$ cat config.mk
export PLATFORM = sky130hd
export DESIGN_NAME = one_wire_rom_search_unit_flat
export DESIGN_NICKNAME = d
export VERILOG_FILES = /design/src/rtl/core/owrs_pkg.sv /design/src/rtl/core/owrs_if.sv /design/src/rtl/core/one_wire_rom_search_unit.sv /design/src/rtl/core/owrs_front.sv /design/src/rtl/core/owrs_queue.sv /design/src/rtl/core/owrs_back.sv /design/src/flat_wrapper.sv
export SDC_FILE = /design/constraint.sdc
export NUM_CORES = 1
export LEC_CHECK = 0
export BUFFER_PORTS_ARGS = -buffer_cell sky130_fd_sc_hd__buf_4
export CAP_MARGIN = 10
export CORE_AREA = 4 4 125 127
export DETAILED_ROUTE_END_ITERATION = 7
export DIE_AREA = 0 0 129 131
export GPL_TIMING_DRIVEN = 0
export PLACE_DENSITY = 0.72
export SYNTH_ARGS = -nofsm -noshare
export SYNTH_HDL_FRONTEND = slang
export SYNTH_HIERARCHICAL = 1
export SYNTH_SLANG_ARGS = --single-unit
export TNS_END_PERCENT = 50
$ cat constraint.sdc
create_clock -name clock -period 3.3 [get_ports clock]
set_input_delay 0.33 -clock clock [delete_from_list [all_inputs] [get_ports clock]]
set_output_delay 0.33 -clock clock [all_outputs]
set_load 0.005 [all_outputs]
$ cat src/rtl/core/owrs_pkg.sv
// ----------------------------------------------------------------------------
// owrs_pkg
// shared types and constants of the 1-wire rom search unit
// ----------------------------------------------------------------------------
package owrs_pkg;

   // bit position one past the last rom bit
   localparam logic [7:0] RomBitsEnd  = 8'd65;
   // positions below this lie in the family byte
   localparam logic [6:0] FamilyLimit = 7'd9;

   localparam int QueueDepth = 2;
   localparam int QueuePtrW  = $clog2(QueueDepth);
   localparam int QueueCntW  = $clog2(QueueDepth + 1);

   typedef enum logic [1:0] {
      OP_START = 2'd0,
      OP_BIT   = 2'd1,
      OP_CLEAR = 2'd2
   } op_type;

   typedef enum logic [2:0] {
      ST_STARTED  = 3'd0,
      ST_CONTINUE = 3'd1,
      ST_FOUND    = 3'd2,
      ST_FAILED   = 3'd3,
      ST_IDLE     = 3'd4
   } status_type;

   typedef enum logic [1:0] {
      CMD_NOP,
      CMD_START,
      CMD_BIT,
      CMD_CLEAR
   } cmd_type;

   // classified request as it waits in the queue
   typedef struct packed {
      cmd_type cmd;
      logic    no_presence;
      logic    id_bit;
      logic    discrepancy;   // both slots read zero
      logic    abort;         // both slots read one
   } queue_entry_type;

endpackage

$ cat src/rtl/core/owrs_if.sv
// ----------------------------------------------------------------------------
// owrs channel interfaces
// valid/ready channels for requests and responses
// ----------------------------------------------------------------------------
interface owrs_req_if;
   logic       valid;
   logic       ready;
   logic [1:0] op;
   logic       no_presence;
   logic       id_bit;
   logic       complement_bit;

   modport source (output valid, output op, output no_presence, output id_bit,
                   output complement_bit, input ready);
   modport sink   (input valid, input op, input no_presence, input id_bit,
                   input complement_bit, output ready);
endinterface

interface owrs_rsp_if;
   logic        valid;
   logic        ready;
   logic [2:0]  status;
   logic        direction;
   logic [63:0] rom_code;
   logic [6:0]  discrepancy_out;
   logic [3:0]  family_discrepancy;
   logic        last_device_out;

   modport source (output valid, output status, output direction, output rom_code,
                   output discrepancy_out, output family_discrepancy,
                   output last_device_out, input ready);
   modport sink   (input valid, input status, input direction, input rom_code,
                   input discrepancy_out, input family_discrepancy,
                   input last_device_out, output ready);
endinterface

$ cat src/rtl/core/one_wire_rom_search_unit.sv
// ----------------------------------------------------------------------------
// one_wire_rom_search_unit
// rom search engine of a 1-wire bus master
// ----------------------------------------------------------------------------
// usage
//   req_if: one request per transfer; op start carries the presence sample,
//   op bit carries the two read slots, op clear drops all search state
//   rsp_if: exactly one response per request, in request order, with the
//   status, the direction to write and the search state after the update
// a taken request is written into the queue, then into the response register,
//   and is offered on rsp_if from that register
// throughput: one request per cycle while rsp_if takes each response; the back
//   end updates the search state once per request, which is the loop that sets the rate
// a two-entry queue sits between the front and the back end, so requests
//   keep flowing while a response waits in the output register
// receiver stall: the response holds steady, the queue fills, and req_if.ready
//   drops once two requests are waiting
// reset: synchronous, clears the rom code and all search state, empties the
//   queue and withdraws any pending response
// ----------------------------------------------------------------------------
module one_wire_rom_search_unit import owrs_pkg::*; (
   input  logic       clock,
   input  logic       reset,
   owrs_req_if.sink   req_if,
   owrs_rsp_if.source rsp_if
);

   // front to queue
   logic            push_valid;
   queue_entry_type push_entry;
   logic            queue_full;

   // queue to back end
   logic            q_valid;
   logic            q_pop;
   queue_entry_type q_entry;

   // classify incoming requests
   owrs_front u_front (
      .req        (req_if),
      .queue_full (queue_full),
      .push_valid (push_valid),
      .push_entry (push_entry)
   );

   // decouple the request side from the response side
   owrs_queue u_queue (
      .clock      (clock),
      .reset      (reset),
      .push_valid (push_valid),
      .push_entry (push_entry),
      .full       (queue_full),
      .pop        (q_pop),
      .pop_valid  (q_valid),
      .pop_entry  (q_entry)
   );

   // search state update and response register
   owrs_back u_back (
      .clock   (clock),
      .reset   (reset),
      .q_valid (q_valid),
      .q_entry (q_entry),
      .q_pop   (q_pop),
      .rsp     (rsp_if)
   );

endmodule

$ cat src/rtl/core/owrs_front.sv
// ----------------------------------------------------------------------------
// owrs_front
// accepts requests and classifies them into queue entries
// ----------------------------------------------------------------------------
module owrs_front import owrs_pkg::*; (
   owrs_req_if.sink        req,
   input  logic            queue_full,
   output logic            push_valid,
   output queue_entry_type push_entry
);

   assign req.ready  = !queue_full;
   assign push_valid = req.valid && !queue_full;

   always_comb begin
      push_entry.no_presence = req.no_presence;
      push_entry.id_bit      = req.id_bit;
      push_entry.discrepancy = !req.id_bit && !req.complement_bit;
      push_entry.abort       = req.id_bit && req.complement_bit;
      case (op_type'(req.op))
         OP_START: begin
            push_entry.cmd = CMD_START;
         end
         OP_BIT: begin
            push_entry.cmd = CMD_BIT;
         end
         OP_CLEAR: begin
            push_entry.cmd = CMD_CLEAR;
         end
         default: begin
            push_entry.cmd = CMD_NOP;
         end
      endcase
   end

endmodule

$ cat src/rtl/core/owrs_queue.sv
// ----------------------------------------------------------------------------
// owrs_queue
// short fifo between the front and the back
// ----------------------------------------------------------------------------
module owrs_queue import owrs_pkg::*; (
   input  logic            clock,
   input  logic            reset,
   input  logic            push_valid,
   input  queue_entry_type push_entry,
   output logic            full,
   input  logic            pop,
   output logic            pop_valid,
   output queue_entry_type pop_entry
);

   queue_entry_type       entry_ff [QueueDepth];
   logic [QueuePtrW-1:0]  wr_ptr_ff, wr_ptr_in;
   logic [QueuePtrW-1:0]  rd_ptr_ff, rd_ptr_in;
   logic [QueueCntW-1:0]  count_ff, count_in;

   assign full      = (count_ff == QueueCntW'(QueueDepth));
   assign pop_valid = (count_ff != '0);
   assign pop_entry = entry_ff[rd_ptr_ff];

   // pointers wrap at the depth
   always_comb begin
      wr_ptr_in = wr_ptr_ff;
      rd_ptr_in = rd_ptr_ff;
      count_in  = count_ff;
      if (push_valid) begin
         wr_ptr_in = (wr_ptr_ff == QueuePtrW'(QueueDepth - 1)) ? '0 : wr_ptr_ff + 1'b1;
      end
      if (pop) begin
         rd_ptr_in = (rd_ptr_ff == QueuePtrW'(QueueDepth - 1)) ? '0 : rd_ptr_ff + 1'b1;
      end
      if (push_valid && !pop) begin
         count_in = count_ff + 1'b1;
      end else if (pop && !push_valid) begin
         count_in = count_ff - 1'b1;
      end
   end

   always_ff @(posedge clock) begin
      if (reset) begin
         wr_ptr_ff <= '0;
         rd_ptr_ff <= '0;
         count_ff  <= '0;
      end else begin
         wr_ptr_ff <= wr_ptr_in;
         rd_ptr_ff <= rd_ptr_in;
         count_ff  <= count_in;
      end
   end

   always_ff @(posedge clock) begin
      if (push_valid) begin
         entry_ff[wr_ptr_ff] <= push_entry;
      end
   end

endmodule

$ cat src/rtl/core/owrs_back.sv
// ----------------------------------------------------------------------------
// owrs_back
// search state and its update, response output register
// ----------------------------------------------------------------------------
module owrs_back import owrs_pkg::*; (
   input  logic            clock,
   input  logic            reset,
   input  logic            q_valid,
   input  queue_entry_type q_entry,
   output logic            q_pop,
   owrs_rsp_if.source      rsp
);

   logic [63:0] rom_ff, rom_in;
   logic [6:0]  last_disc_ff, last_disc_in;
   logic [3:0]  fam_disc_ff, fam_disc_in;
   logic        last_dev_ff, last_dev_in;
   logic [6:0]  bit_pos_ff, bit_pos_in;
   logic [6:0]  last_zero_ff, last_zero_in;
   logic        searching_ff, searching_in;

   logic        rsp_valid_ff, rsp_valid_in;
   status_type  status_ff, status_in;
   logic        dir_ff, dir_in;

   logic [5:0]  idx;
   logic [7:0]  pos_inc;
   logic        dir;

   assign q_pop   = q_valid && (!rsp_valid_ff || rsp.ready);
   assign idx     = bit_pos_ff[5:0] - 6'd1;
   assign pos_inc = {1'b0, bit_pos_ff} + 8'd1;

   // direction: forced by the bus, else taken from the previous code below the last discrepancy, one at it, zero beyond
   always_comb begin
      if (!q_entry.discrepancy) begin
         dir = q_entry.id_bit;
      end else if (bit_pos_ff < last_disc_ff) begin
         dir = rom_ff[idx];
      end else begin
         dir = (bit_pos_ff == last_disc_ff);
      end
   end

   always_comb begin
      rom_in       = rom_ff;
      last_disc_in = last_disc_ff;
      fam_disc_in  = fam_disc_ff;
      last_dev_in  = last_dev_ff;
      bit_pos_in   = bit_pos_ff;
      last_zero_in = last_zero_ff;
      searching_in = searching_ff;
      status_in    = ST_IDLE;
      dir_in       = 1'b0;
      case (q_entry.cmd)
         CMD_START: begin
            searching_in = 1'b0;
            if (last_dev_ff || q_entry.no_presence) begin
               last_disc_in = '0;
               fam_disc_in  = '0;
               last_dev_in  = 1'b0;
               status_in    = ST_FAILED;
            end else begin
               searching_in = 1'b1;
               bit_pos_in   = 7'd1;
               last_zero_in = '0;
               status_in    = ST_STARTED;
            end
         end
         CMD_BIT: begin
            if (searching_ff && q_entry.abort) begin
               searching_in = 1'b0;
               last_disc_in = '0;
               fam_disc_in  = '0;
               last_dev_in  = 1'b0;
               status_in    = ST_FAILED;
            end else if (searching_ff) begin
               dir_in = dir;
               if (q_entry.discrepancy && !dir) begin
                  last_zero_in = bit_pos_ff;
                  if (bit_pos_ff < FamilyLimit) begin
                     fam_disc_in = bit_pos_ff[3:0];
                  end
               end
               rom_in[idx] = dir;
               bit_pos_in  = pos_inc[6:0];
               if (pos_inc >= RomBitsEnd) begin
                  searching_in = 1'b0;
                  last_disc_in = last_zero_in;
                  if (last_zero_in == '0) begin
                     last_dev_in = 1'b1;
                  end
                  if (rom_in[7:0] == 8'd0) begin
                     last_disc_in = '0;
                     fam_disc_in  = '0;
                     last_dev_in  = 1'b0;
                     status_in    = ST_FAILED;
                  end else begin
                     status_in    = ST_FOUND;
                  end
               end else begin
                  status_in = ST_CONTINUE;
               end
            end
         end
         CMD_CLEAR: begin
            last_disc_in = '0;
            fam_disc_in  = '0;
            last_dev_in  = 1'b0;
            searching_in = 1'b0;
            bit_pos_in   = '0;
            last_zero_in = '0;
         end
         default: begin
         end
      endcase
   end

   assign rsp_valid_in = q_pop || (rsp_valid_ff && !rsp.ready);

   always_ff @(posedge clock) begin
      if (reset) begin
         rom_ff       <= '0;
         last_disc_ff <= '0;
         fam_disc_ff  <= '0;
         last_dev_ff  <= 1'b0;
         bit_pos_ff   <= '0;
         last_zero_ff <= '0;
         searching_ff <= 1'b0;
         rsp_valid_ff <= 1'b0;
      end else begin
         rsp_valid_ff <= rsp_valid_in;
         if (q_pop) begin
            rom_ff       <= rom_in;
            last_disc_ff <= last_disc_in;
            fam_disc_ff  <= fam_disc_in;
            last_dev_ff  <= last_dev_in;
            bit_pos_ff   <= bit_pos_in;
            last_zero_ff <= last_zero_in;
            searching_ff <= searching_in;
         end
      end
   end

   // response payload, loaded with the state it reports
   always_ff @(posedge clock) begin
      if (q_pop) begin
         status_ff <= status_in;
         dir_ff    <= dir_in;
      end
   end

   assign rsp.valid              = rsp_valid_ff;
   assign rsp.status             = 3'(status_ff);
   assign rsp.direction          = dir_ff;
   assign rsp.rom_code           = rom_ff;
   assign rsp.discrepancy_out    = last_disc_ff;
   assign rsp.family_discrepancy = fam_disc_ff;
   assign rsp.last_device_out    = last_dev_ff;

endmodule

$ cat src/flat_wrapper.sv
// flat-port wrapper written by rule: the top's interface ports become plain ports
module one_wire_rom_search_unit_flat import owrs_pkg::*;
  (clock, reset, req_if_valid, req_if_op, req_if_no_presence, req_if_id_bit, req_if_complement_bit, req_if_ready, rsp_if_valid, rsp_if_status, rsp_if_direction, rsp_if_rom_code, rsp_if_discrepancy_out, rsp_if_family_discrepancy, rsp_if_last_device_out, rsp_if_ready);
  owrs_req_if req_if_i ();
  owrs_rsp_if rsp_if_i ();
  input  logic clock;
  input  logic reset;
  input wire logic [$bits(req_if_i.valid)-1:0] req_if_valid;
  input wire logic [$bits(req_if_i.op)-1:0] req_if_op;
  input wire logic [$bits(req_if_i.no_presence)-1:0] req_if_no_presence;
  input wire logic [$bits(req_if_i.id_bit)-1:0] req_if_id_bit;
  input wire logic [$bits(req_if_i.complement_bit)-1:0] req_if_complement_bit;
  output wire logic [$bits(req_if_i.ready)-1:0] req_if_ready;
  output wire logic [$bits(rsp_if_i.valid)-1:0] rsp_if_valid;
  output wire logic [$bits(rsp_if_i.status)-1:0] rsp_if_status;
  output wire logic [$bits(rsp_if_i.direction)-1:0] rsp_if_direction;
  output wire logic [$bits(rsp_if_i.rom_code)-1:0] rsp_if_rom_code;
  output wire logic [$bits(rsp_if_i.discrepancy_out)-1:0] rsp_if_discrepancy_out;
  output wire logic [$bits(rsp_if_i.family_discrepancy)-1:0] rsp_if_family_discrepancy;
  output wire logic [$bits(rsp_if_i.last_device_out)-1:0] rsp_if_last_device_out;
  input wire logic [$bits(rsp_if_i.ready)-1:0] rsp_if_ready;
  assign req_if_i.valid = req_if_valid;
  assign req_if_i.op = req_if_op;
  assign req_if_i.no_presence = req_if_no_presence;
  assign req_if_i.id_bit = req_if_id_bit;
  assign req_if_i.complement_bit = req_if_complement_bit;
  assign req_if_ready = req_if_i.ready;
  assign rsp_if_valid = rsp_if_i.valid;
  assign rsp_if_status = rsp_if_i.status;
  assign rsp_if_direction = rsp_if_i.direction;
  assign rsp_if_rom_code = rsp_if_i.rom_code;
  assign rsp_if_discrepancy_out = rsp_if_i.discrepancy_out;
  assign rsp_if_family_discrepancy = rsp_if_i.family_discrepancy;
  assign rsp_if_last_device_out = rsp_if_i.last_device_out;
  assign rsp_if_i.ready = rsp_if_ready;
  one_wire_rom_search_unit u_core (.clock(clock), .reset(reset), .req_if(req_if_i), .rsp_if(rsp_if_i));
endmodule
==> results.md, run 1 <==
* Status: finished, final reports clean
* Area contributors post-synth: dfxtp_1, edfxtp_1, a21oi_1
* Vias per cell at ~6.2
* Achievable Freq at 308.9 MHz
* PortBufs at 89
* Syn_area_per_cell at 8.034 µm²
* RSZ-0062 raised after global routing: true
* Post-Syn Nets at around 820
* Async SR Flop Fraction at 0%
* Layout cell share with drive strength beyond 1 at 25.75%
* CP endpoint kind: register
* Endpoints failing hold at 0
* Number of synthesized flops with an enable pin at 16
* Final setup skew at 0.01032 ns
* Power density cells at approximately 680 nW/µm²
* Part of the Yosys area used for sequential elements at 37.88%
* Drc violations at 0
* I/O pin count at 91
* Drt first pass iters at 6
* First-pass GRT wire length at 33.60 mm
* Num CTS Buffers at 17
* Seq cells post-synth at 113
* CP Max Fanout at 10
* Antenna violations before repair at 0
* Final setup fails at 0
* Crit path buf inv count at 4
* YS warnings at 6
* Tot GR Track Use at 25.41%
* Placed instance area at between 7000 and 8000 µm²
* Drt initial violations at 902
* Clock root cell: clkbuf_16
* Final cell count without fillers at 1116
* Final net count at 945
* Die Area at 16900 µm²
* Peak supply drop at 0.3400 mV
* Placed cell count at roughly 1100
* Crit start category: register
* Global route overflow at 0
* Clock-pin slew on the worst setup and hold paths at 0.05 ns
* Core box area at ~14000 µm²
* Post-DRT Antenna Nets at 0
* Crit Path Class: reg -> reg
* Slew Limit Headroom at a little under 50%
* Worst EP required at about 3.6 ns
* Area Growth Syn to Fin at 31.11%
* Max Cap Viol at 0
* Clk sinks at 113
* Period minus WS final at 3.237 ns
* Predominant post-synthesis flop cell: dfxtp_1
* Worst Hold Class: in -> reg
* Arr. time, crit path at 3.58 ns
* Cells after Synth at 796
* Area share of the largest cell type after synthesis at 30.37%
* Post-synth top area cell: dfxtp_1
* Critical path, cell by cell: clkbuf_16 -> inv_4 -> ha_4 -> nand2b_1 -> nor2_1 -> xor2_1 -> o41a_1 -> a211oi_4 -> o311ai_4 -> buf_6 -> clkbuf_4 -> nand3_1 -> a21oi_1
* Final instance area at 8384 µm²
* Via count at 6884
* FF/Latch Area at 2431 µm²
* Die X at 129 µm
* CTS tree: done
* # rows at between 40 and 50
* R2R Setup Slk at 0.06 ns
* Multi-input logic area at between 3000 and 4000 µm²
* Diodes inserted at 0
* Largest net degree at the start of global routing at 17
* Clock Tree Buf Depth at 2
* Clk_lat worst skew at 0.41 ns
* Final Max Slew Viols at 0
* GPL Wtd Cong at 0.9082
* CTS H-tree depth at 4
* Worst-margin pin slew at 0.7600 ns
* CP max stage delay at between 0.5 and 0.6 ns
* Final TNS setup at 0 ns
* CP top delay family: compound AO/OA/AOI/OAI gates
* Top post-synthesis cells by count: nor2_1, dfxtp_1, a21oi_1
* Routed length per instance at 19.58 µm
* Synth cell types at 71
* DIE HEIGHT at 131 µm
* Lkg Pwr at 3.085 nW
* Wirelength, routed at 21.85 mm
* Netlist Area Pre-Place at 6395 µm²
* Fillers at around 1300
* Initial core utilization at 44.34%
* Vias in the first global route at 6425
* Count leader, synth: nor2_1
* Hpwl dp at 14.71 mm
* Worst-path cell with the longest stage delay: xor2_1
* Final worst path period share at between 90% and 100%
[where the power goes]
group	total, mW	internal [mW]	switching, mW
registers	1.57	1.51	0.0602
clock network	1.78	1.14	0.641
logic	2.31	0.866	1.44
[per-layer routing]
metal / up-vias / routed length, µm / global-route usage, %
li1: 3112 / - / -
met3: 95 / 2552 / 6.748
met1: 3204 / 8546 / 33.22
met5: - / 0 / 0
met2: 473 / 9954 / 39.85
met4: 0 / 801 / 10.81
[worst paths after layout]
kind / start / end / cells after the start
max reg2reg: u_core/u_back/bit_pos_ff[1]$_SDFFE_PP0P_ / u_core/u_back/rsp.rom_code[16]$_SDFFE_PP0P_ / 13
max: u_core/u_back/bit_pos_ff[1]$_SDFFE_PP0P_ / u_core/u_back/rsp.rom_code[16]$_SDFFE_PP0P_ / 13
min reg2reg: u_core/u_back/rsp.discrepancy_out[1]$_SDFFE_PP0P_ / u_core/u_back/rsp.discrepancy_out[1]$_SDFFE_PP0P_ / 2
min: req_if_no_presence / u_core/u_queue/entry_ff[1][3]$_DFFE_PP_ / 1
[layout by cell type, fill, tap and decap left out, types with 7 or more instances in the layout]
| cell | instances |
|---|---|
| nor4_1 | 8 |
| nand3_1 | 73 |
| clkbuf_2 | 8 |
| ha_1 | 16 |
| mux2_2 | 14 |
| mux2i_1 | 12 |
| edfxtp_1 | 16 |
| o21ai_0 | 72 |
| o21ai_1 | 9 |
| clkbuf_1 | 29 |
| o32ai_1 | 7 |
| a21oi_1 | 86 |
| nand2_1 | 46 |
| nand2b_1 | 7 |
| dfxtp_1 | 94 |
| inv_1 | 27 |
| clkbuf_16 | 18 |
| buf_2 | 7 |
| buf_4 | 116 |
| nor2_1 | 94 |
| nor3_1 | 12 |
[worst register-to-register path: cells and delay by family (launching register included)]
family | cells | cell delay, ns
AOI/OAI and AO/OA | 4 | 0.99
buffers and inverters | 4 | 0.66
xor gates and xnor gates | 1 | 0.53
and+or+nand+nor | 3 | 0.46
DFF | 1 | 0.35
adders and majority gates | 1 | 0.18
[registers in the layout (all words and copies together), names as in the netlist, 2 cells and up, named ones only]
signal,flops
u_core/u_back/rsp.rom_code,64
u_core/u_queue/entry_ff,12
u_core/u_back/bit_pos_ff,7
u_core/u_back/last_zero_ff,7
u_core/u_back/rsp.discrepancy_out,7
u_core/u_back/rsp.family_discrepancy,4
u_core/u_back/rsp.status,3
u_core/u_queue/count_ff,2
[area by class of cell]
type / count / share of cell area, %
Timing Repair Buffer: 108 / 10.01
Inverter: 29 / 1.358
Multi-Input combinational cell: 585 / 45.28
Sequential cell: 113 / 29.00
Clock inverter: 10 / 1.328
Tap cell: 184 / 2.746
Buffer: 65 / 4.746
Clock buffer: 22 / 5.536
[through the flow]
| stage | utilization [%] | power (mW) | setup slack [ns] | hold WS (ns) |
|---|---|---|---|---|
| final | 58.13 | 5.663 | 0.06293 | 0.1052 |
| after floorplan | - | 2.833 | -0.07562 | 0.3991 |
| after CTS | 56.97 | 5.494 | -0.01056 | 0.09509 |
| after global routing | 58.13 | 5.897 | -0.08066 | 0.08960 |
| after detailed placement | 50.57 | 3.351 | -1.113 | 0.4438 |
| after global placement | 50.57 | 3.327 | -1.131 | 0.4478 |
[cells by family (layout without fill, tap and decap cells)]
kind of cell / after synthesis / after routing / share of synthesized area (%)
buffers and inverters: 98 / 234 / 6.633
AO/OA/AOI/OAI: 228 / 228 / 21.70
adder cells (fa/ha/maj): 17 / 17 / 3.326
multiplexers: 33 / 33 / 6.437
flip-flops: 113 / 113 / 37.88
XOR/XNOR: 13 / 13 / 2.015
AND/OR/NAND/NOR: 294 / 294 / 22.01
[what timing repair did]
action,CTS,global route
setup buffers,10,9
pin swaps,11,12
resized for setup,57,40
setup endpoints to repair,85,85
endpoints found under the hold margin,0,0
hold buffers,0,0
(Power assumes the default switching activity.)
==> run 2: changes to the inputs <==
- PLACE_DENSITY: 0.72 -> 0.73
- SYNTH_HIERARCHICAL: 1 -> not set
==> run 2 against run 1 <==
- die area stayed put
- clock skew down 0.0031 ns
- non-clock buffer count grew 1
- largest power group unchanged
==> results.md, run 2 <==
* Wirelength, routed at 24.11 mm
* Max reg flops at 64
* Endpoints failing hold at 0
* Hold path depth at 1
* Die Area at roughly 17000 µm²
* Most frequent cells in the layout: buf_4, dfxtp_1, a21oi_1
* Crit Path Class: reg -> reg
* Initial core utilization at 44.60%
* Final setup skew at 0.007206 ns
* Antenna violations before repair at 0
* Clock Tree Buf Depth at 2
* Most frequent CP cell: buf_12
* Final Max Slew Viols at 0
* Post-Syn Nets at roughly 800
* Placed cell count at approximately 1100
* Area Growth Syn to Fin at 33.45%
* Sw frac at a little under two fifths
* Routed length per instance at 21.70 µm
* Core box area at approximately 14000 µm²
* Clock-pin slew on the worst setup and hold paths at 0.05 ns
* Largest net degree at the start of global routing at 17
* Global route overflow at 0
* Tot GR Track Use at 27.64%
* Final cell count without fillers at between 1000 and 1500
* Clock network fraction of total power at 33.3%
* Worst-path cell with the longest stage delay: dfxtp_4
* Power share of the sequential group at 28.2%
* Fillers at 1333
* Crit start category: register
* Count leader, synth: dfxtp_1
* Power density cells at 647.6 nW/µm²
* Async SR Flop Fraction at 0%
* Period minus WS final at between 3 and 4 ns
* Cells after Synth at 777
* Area share of the largest cell type after synthesis at 30.18%
* Layout cell share with drive strength beyond 1 at 25.67%
* Syn_area_per_cell at about 8.3 µm²
* Drt first pass iters at 7
* Part of the Yosys area used for sequential elements at 37.65%
* CTS H-tree depth at 4
* Clk sinks at 113
* Critical path, cell by cell: buf_12 -> clkinv_8 -> ha_4 -> xnor2_4 -> buf_12 -> buf_12 -> mux2i_2 -> a41oi_2 -> a211oi_2 -> a21oi_2 -> o21ai_4 -> buf_8 -> buf_8 -> nand4_1 -> a21oi_1
* Max Cap Viol at 0
* Netlist Area Pre-Place at 6434 µm²
* Peak supply drop at 0.4313 mV
* Final net count at 940
* # rows at 44
* Vias per cell at about 6.6
* Drt initial violations at 1092
* Arr. time, crit path at 3.60 ns
* Clock root cell: clkbuf_16
* FF/Latch Area at 2430 µm²
* Worst EP required at 3.65 ns
* I/O pin count at 91
* Multi-input logic area at 3901 µm²
* First-pass GRT wire length at 36.03 mm
* Clk_lat worst skew at 0.43 ns
* Hpwl dp at 15.90 mm
* Drc violations at 0
* Lkg Pwr at 3.138 nW
* YS warnings at 0
* Dpl ws at -0.9914 ns
* Num CTS Buffers at 17
* Post-CTS Hold Buffers at 0
* Area contributors post-synth: dfxtp_1, edfxtp_1, a21oi_1
* Top post-synthesis cells by count: dfxtp_1, a21oi_1, o21ai_0
* PortBufs at 90
* Diodes inserted at 0
* Post-synth top area cell: dfxtp_1
* Post-DRT Antenna Nets at 0
* Slew Limit Headroom at about 36%
* Internal at 3.503 mW
* Most common cell after layout, fill and taps aside: buf_4
* Combinational share of power at 38.4%
* Worst-margin pin slew at slightly below 1 ns
* Worst Hold Class: in -> reg
* Via count at around 7300
* Number of synthesized flops with an enable pin at 16
* Final worst path period share at 98.53%
* DIE HEIGHT at 131 µm
* Hold Slack at 0.09274 ns
* Predominant post-synthesis flop cell: dfxtp_1
* Final Worst Setup Slack at 0.04840 ns
* Seq cells post-synth at about 110
* CTS tree: done
* Die X at 129 µm
* CP endpoint kind: register
* Synth cell types at 70
* Status: finished, final reports clean
* CP top delay family: compound AO/OA/AOI/OAI gates
* Crit path buf inv count at 6
* Vias in the first global route at roughly 6700
* GPL Wtd Cong at 1.031
* Achievable Freq at 307.5 MHz
* Final setup fails at 0
* Sw power at 2.057 mW
* CP max stage delay at 0.38 ns
* Worst path depth at 15
* Tot Pwr at 5.560 mW
* CP Max Fanout at 10
* FF-to-FF path depth at 15
run 2: final timing paths:
kind | endpoint | startpoint | slack (ns)
worst min register to register | u_core.u_back.rsp.discrepancy_out[2]$_SDFFE_PP0P_ | u_core.u_back.rsp.discrepancy_out[2]$_SDFFE_PP0P_ | 0.47
worst min-delay path | u_core.u_queue.entry_ff[1][3]$_DFFE_PP_ | req_if_no_presence | 0.09
worst max-delay path | u_core.u_back.rsp.rom_code[14]$_SDFFE_PP0P_ | u_core.u_back.bit_pos_ff[0]$_SDFFE_PP0P_ | 0.05
worst max register to register | u_core.u_back.rsp.rom_code[14]$_SDFFE_PP0P_ | u_core.u_back.bit_pos_ff[0]$_SDFFE_PP0P_ | 0.05
run 2: what timing repair did:
item	4_1_cts	5_1_grt
endpoints found under the setup margin	85	81
setup buffers	14	15
endpoints found under the hold margin	0	0
gates resized for setup	42	52
pin swaps	7	13
run 2: per-stage QoR:
step	TNS, ns	utilization, %	area (µm²)
finish	0	59.52	8586
detailed placement	-69.18	51.01	7357
CTS	-0.002724	57.30	8265
floorplan	0	-	6446
global placement	-67.79	50.97	7352
global route	-0.07322	59.52	8586
run 2: logic make-up after synthesis:
kind of cell	after synthesis	share of synthesized area (%)
buffers and inverters	79	5.426
flip-flops	113	37.65
adder cells (fa/ha/maj)	17	3.306
AO/OA/AOI/OAI	245	23.18
multiplexers	39	6.165
XOR/XNOR	10	1.653
AND/OR/NAND/NOR	274	22.62
run 2: metal layers:
| metal | share of wire (%) | global-route usage [%] | routed length (µm) |
|---|---|---|---|
| met5 | 0 | 0 | 0 |
| met4 | 4.1 | 14.64 | 984 |
| met3 | 11 | 6.992 | 2746 |
| met2 | 45 | 41.49 | 10850 |
| met1 | 40 | 36.67 | 9535 |
run 2: layout make-up:
class | count | area share (%)
inverter | 23 | 1.151
multi-input combinational | 585 | 45.44
timing repair buffer | 120 | 11.22
clock buffer | 24 | 6.223
sequential | 113 | 28.30
clock inverter | 8 | 0.8307
tap | 184 | 2.681
buffer | 54 | 4.153
run 2: worst reg2reg max path, delay by kind of cell, from the launching register on:
family          cells  cell delay, ns
mux                 1            0.23
simple gates        1            0.12
buf+inv             6            0.86
xor+xnor            1            0.25
fa+ha+maj           1            0.21
flops               1            0.38
compound gates      5            1.11
run 2: power groups by stage:
stage | clock network [mW] | logic, mW | registers (mW)
after floorplan | 0 | 1.19 | 1.58
final | 1.85 | 2.14 | 1.57
after global placement | 0 | 1.68 | 1.59
after detailed placement | 0 | 1.69 | 1.59
after CTS | 1.86 | 1.89 | 1.56
after global routing | 1.92 | 2.25 | 1.58
==> run 3: changes to the inputs <==
- ABC_AREA: not set -> 1
- CORE_AREA: 4 4 125 127 -> 4 4 122 124
- DIE_AREA: 0 0 129 131 -> 0 0 126 128
==> run 3 against run 2 <==
- clock-buffer cell count up 7
- cell area down 12%
- clock power down 14%
- total power down 3.0%
- critical path depth up 9
- global-route usage down 5.5 points
- die area down 4.6%
- sequential share of layout area up 3.8 points
- area after synthesis down 5.8%
- via count down 14%
- combinational power about the same
- largest cell class unchanged
- highest routed layer unchanged
==> results.md, run 3 <==
* Status: finished, final reports clean
* Tot GR Track Use at between 20% and 30%
* R2r endpoint: u_core.u_back.rsp.status[0]$_SDFFCE_PN0P_
* Worst-margin pin slew at 0.5323 ns
* DIE HEIGHT at 128 µm
* Clock-pin slew on the worst setup and hold paths at approximately 0.050 ns
* PortBufs at 89
* RSZ-0062 raised after global routing: false
* Final net count at between 1000 and 1500
* CTS tree: done
* Clk_lat worst skew at 0.42 ns
* Seq cells post-synth at 113
* Netlist Area Pre-Place at 6058 µm²
* Most frequent CP cell: nand2_1
* Most frequent cells in the layout: nand2_1, nor2_1, dfxtp_1
* Period minus WS final at 3.052 ns
* Count leader, synth: nand2_1
* CTS H-tree depth at 4
* Simple logic cell fraction of the synthesized area at 29.43%
* Final setup fails at 0
* Layout cell share with drive strength beyond 1 at 16.09%
* Fillers at 1370
* Slew Limit Headroom at 64.38%
* Crit path buf inv count at 6
* Crit start category: register
* Crit path to: u_core.u_back.rsp.status[0]$_SDFFCE_PN0P_
* Vias in the first global route at between 5000 and 6000
* Async SR Flop Fraction at 0%
* Lkg Pwr at 3.346 nW
* First-pass GRT wire length at between 20 and 30 mm
* Worst Hold Class: in -> reg
* Highest Signal Layer: met4
* Area Growth Syn to Fin at 24.72%
* Initial core utilization at 43.99%
* Core box area at 13770 µm²
* Worst r2r src: u_core.u_back.bit_pos_ff[0]$_SDFFE_PP0P_
* Adder-cell area share of the yosys netlist at 3.511%
* Final setup skew at 0.01070 ns
* Part of the Yosys area used for sequential elements at 39.98%
* Largest family of logic cells by synthesized area: simple AND/OR/NAND/NOR gates
* Num CTS Buffers at 17
* Most common cell after layout, fill and taps aside: nand2_1
* Placed instance area at around 7000 µm²
* Final worst path period share at 92.50%
* WL met3 at 1.628 mm
* Final Max Slew Viols at 0
* Crit path launch: u_core.u_back.bit_pos_ff[0]$_SDFFE_PP0P_
* GPL Wtd Cong at 0.8805
* # rows at 43
* CP Max Fanout at 20
* Drt first pass iters at 6
* Final instance area at 7556 µm²
* Cells after Synth at 898
* Global route overflow at 0
* Routed metal-1 wire length at 7.805 mm
* Via count at approximately 6300
* DR WL met2 at 7.752 mm
* Worst EP required at 3.47 ns
* Compound-Gate Fraction of Synth Area at 17.45%
* Post-Syn Nets at 924
* Clock Tree Buf Depth at 2
* Achievable Freq at 327.6 MHz
* Clk sinks at 113
* Peak supply drop at 0.3722 mV
* Diodes inserted at 0
* Vias per cell at 5.234
* Die X at 126 µm
* Max Cap Viol at 0
* Clock root cell: clkbuf_16
* Area contributors post-synth: dfxtp_1, nand2_1, edfxtp_1
* Tot Pwr at 5.394 mW
* Area share of the largest cell type after synthesis at between 30% and 40%
* Arr. time, crit path at 3.22 ns
* Mux share of post-synthesis cell area at 0%
* Predominant post-synthesis flop cell: dfxtp_1
* Worst path depth at 24
* I/O pin count at 91
* Post-synth top area cell: dfxtp_1
* Endpoints failing hold at 0
* R2R Setup Slk at 0.25 ns
* Synth cell types at 35
* Worst-path cell with the longest stage delay: dfxtp_1
* Max reg flops at 64
* Hpwl dp at 12.60 mm
* Syn_area_per_cell at 6.746 µm²
* Power density cells at between 700 and 800 nW/µm²
* Post-CTS Hold Buffers at 0
* Crit Path Class: reg -> reg
* Drt initial violations at 629
* Top post-synthesis cells by count: nand2_1, nor2_1, dfxtp_1
* Routed length per instance at 14.71 µm
* Wirelength, routed at 17.64 mm
* XOR/XNOR Fraction of Synth Area at 0.8468%
* Number of synthesized flops with an enable pin at 16
* Drc violations at 0
* Die Area at 16130 µm²
* Critical path, cell by cell: buf_6 -> inv_2 -> buf_12 -> ha_4 -> buf_6 -> buf_8 -> nand2_1 -> nand2_1 -> nand2_1 -> nand3_1 -> nand3_1 -> nand3_1 -> nand3_2 -> nand2_4 -> nand2_2 -> buf_6 -> nand2_1 -> nand2_1 -> nand2_1 -> nor2_2 -> nand2_4 -> nand3_1 -> nand2_1 -> a21oi_1
* CP top delay family: simple AND/OR/NAND/NOR gates
* FF-to-FF path depth at 24
* YS warnings at 0
* CP endpoint kind: register
* CP max stage delay at about 0.34 ns
* Antenna violations before repair at 0
* Post-DRT Antenna Nets at 0
* Largest net degree at the start of global routing at 17
-- run 3: changes by cell type after synthesis, moves of 8 or more --
cell / before / now
nand2_1: 47 / 257
nor2_1: 52 / 116
inv_1: 22 / 78
nand4_1: 64 / 9
mux2i_1: 34 / 0
nor3_1: 20 / 4
clkbuf_1: 28 / 16
nor3b_1: 12 / 0
buf_2: 21 / 11
a211oi_1: 11 / 2
a32o_1: 9 / 0
inv_2: 0 / 9
nand3b_1: 9 / 0
nand2b_1: 8 / 0
-- run 3: kinds of logic after synthesis --
family | Yosys count
and+or+nand+nor | 436
AOI/OAI and AO/OA | 202
buffers and inverters | 125
DFF | 113
adders and majority gates | 17
xor gates and xnor gates | 5
-- run 3: layer usage --
metal / vias up / global-route usage [%]
li1: 3137 / -
met1: 2826 / 29.89
met2: 271 / 34.33
met3: 42 / 5.375
met4: 0 / 8.644
met5: - / 0
-- run 3: layout make-up --
| cell class | count | area, µm² | share of cell area (%) |
|---|---|---|---|
| Tap cell | 180 | 225.2 | 2.981 |
| Timing Repair Buffer | 92 | 715.7 | 9.472 |
| Clock buffer | 31 | 508.0 | 6.723 |
| Inverter | 91 | 347.8 | 4.603 |
| Buffer | 32 | 212.7 | 2.815 |
| Multi-Input combinational cell | 660 | 3124 | 41.35 |
| Sequential cell | 113 | 2422 | 32.06 |
-- run 3: power breakdown --
group          leakage, nW  switching [mW]  internal, mW
clock network        0.244           0.591          1.01
logic                 2.17            1.48         0.694
registers            0.935          0.0783          1.54
-- run 3: worst min path at each step --
stage | from | to | depth (start not counted)
2_1_floorplan | u_core.u_queue.rd_ptr_ff$_SDFFE_PP0P_ | register | 1
3_3_place_gp | u_core.u_queue.rd_ptr_ff$_SDFFE_PP0P_ | u_core.u_queue.rd_ptr_ff$_SDFFE_PP0P_ | 1
3_5_place_dp | u_core.u_queue.rd_ptr_ff$_SDFFE_PP0P_ | register | 1
4_1_cts | req_if_no_presence | u_core.u_queue.entry_ff[1][3]$_DFFE_PP_ | 1
5_1_grt | req_if_no_presence | u_core.u_queue.entry_ff[1][3]$_DFFE_PP_ | 1
6_report | req_if_no_presence | u_core.u_queue.entry_ff[1][3]$_DFFE_PP_ | 1
-- run 3: repair_timing --
| action | CTS | global route |
|---|---|---|
| endpoints found under the setup margin | 63 | 71 |
| setup buffers | 0 | 3 |
| pin swaps | 0 | 1 |
| resized for setup | 8 | 10 |
-- run 3: metrics by stage --
stage	TNS [ns]	utilization (%)	hold WS, ns	setup slack [ns]	cells
after floorplan	0	-	0.4257	0.3858	898
after global placement	-5.199	50.47	0.4359	-0.3041	1167
after detailed placement	-6.617	50.47	0.4535	-0.3190	1167
after CTS	-0.004772	54.32	0.09013	-0.004772	1198
after global routing	0	54.86	0.09216	0.02938	1199
final	0	54.86	0.09736	0.2475	1199
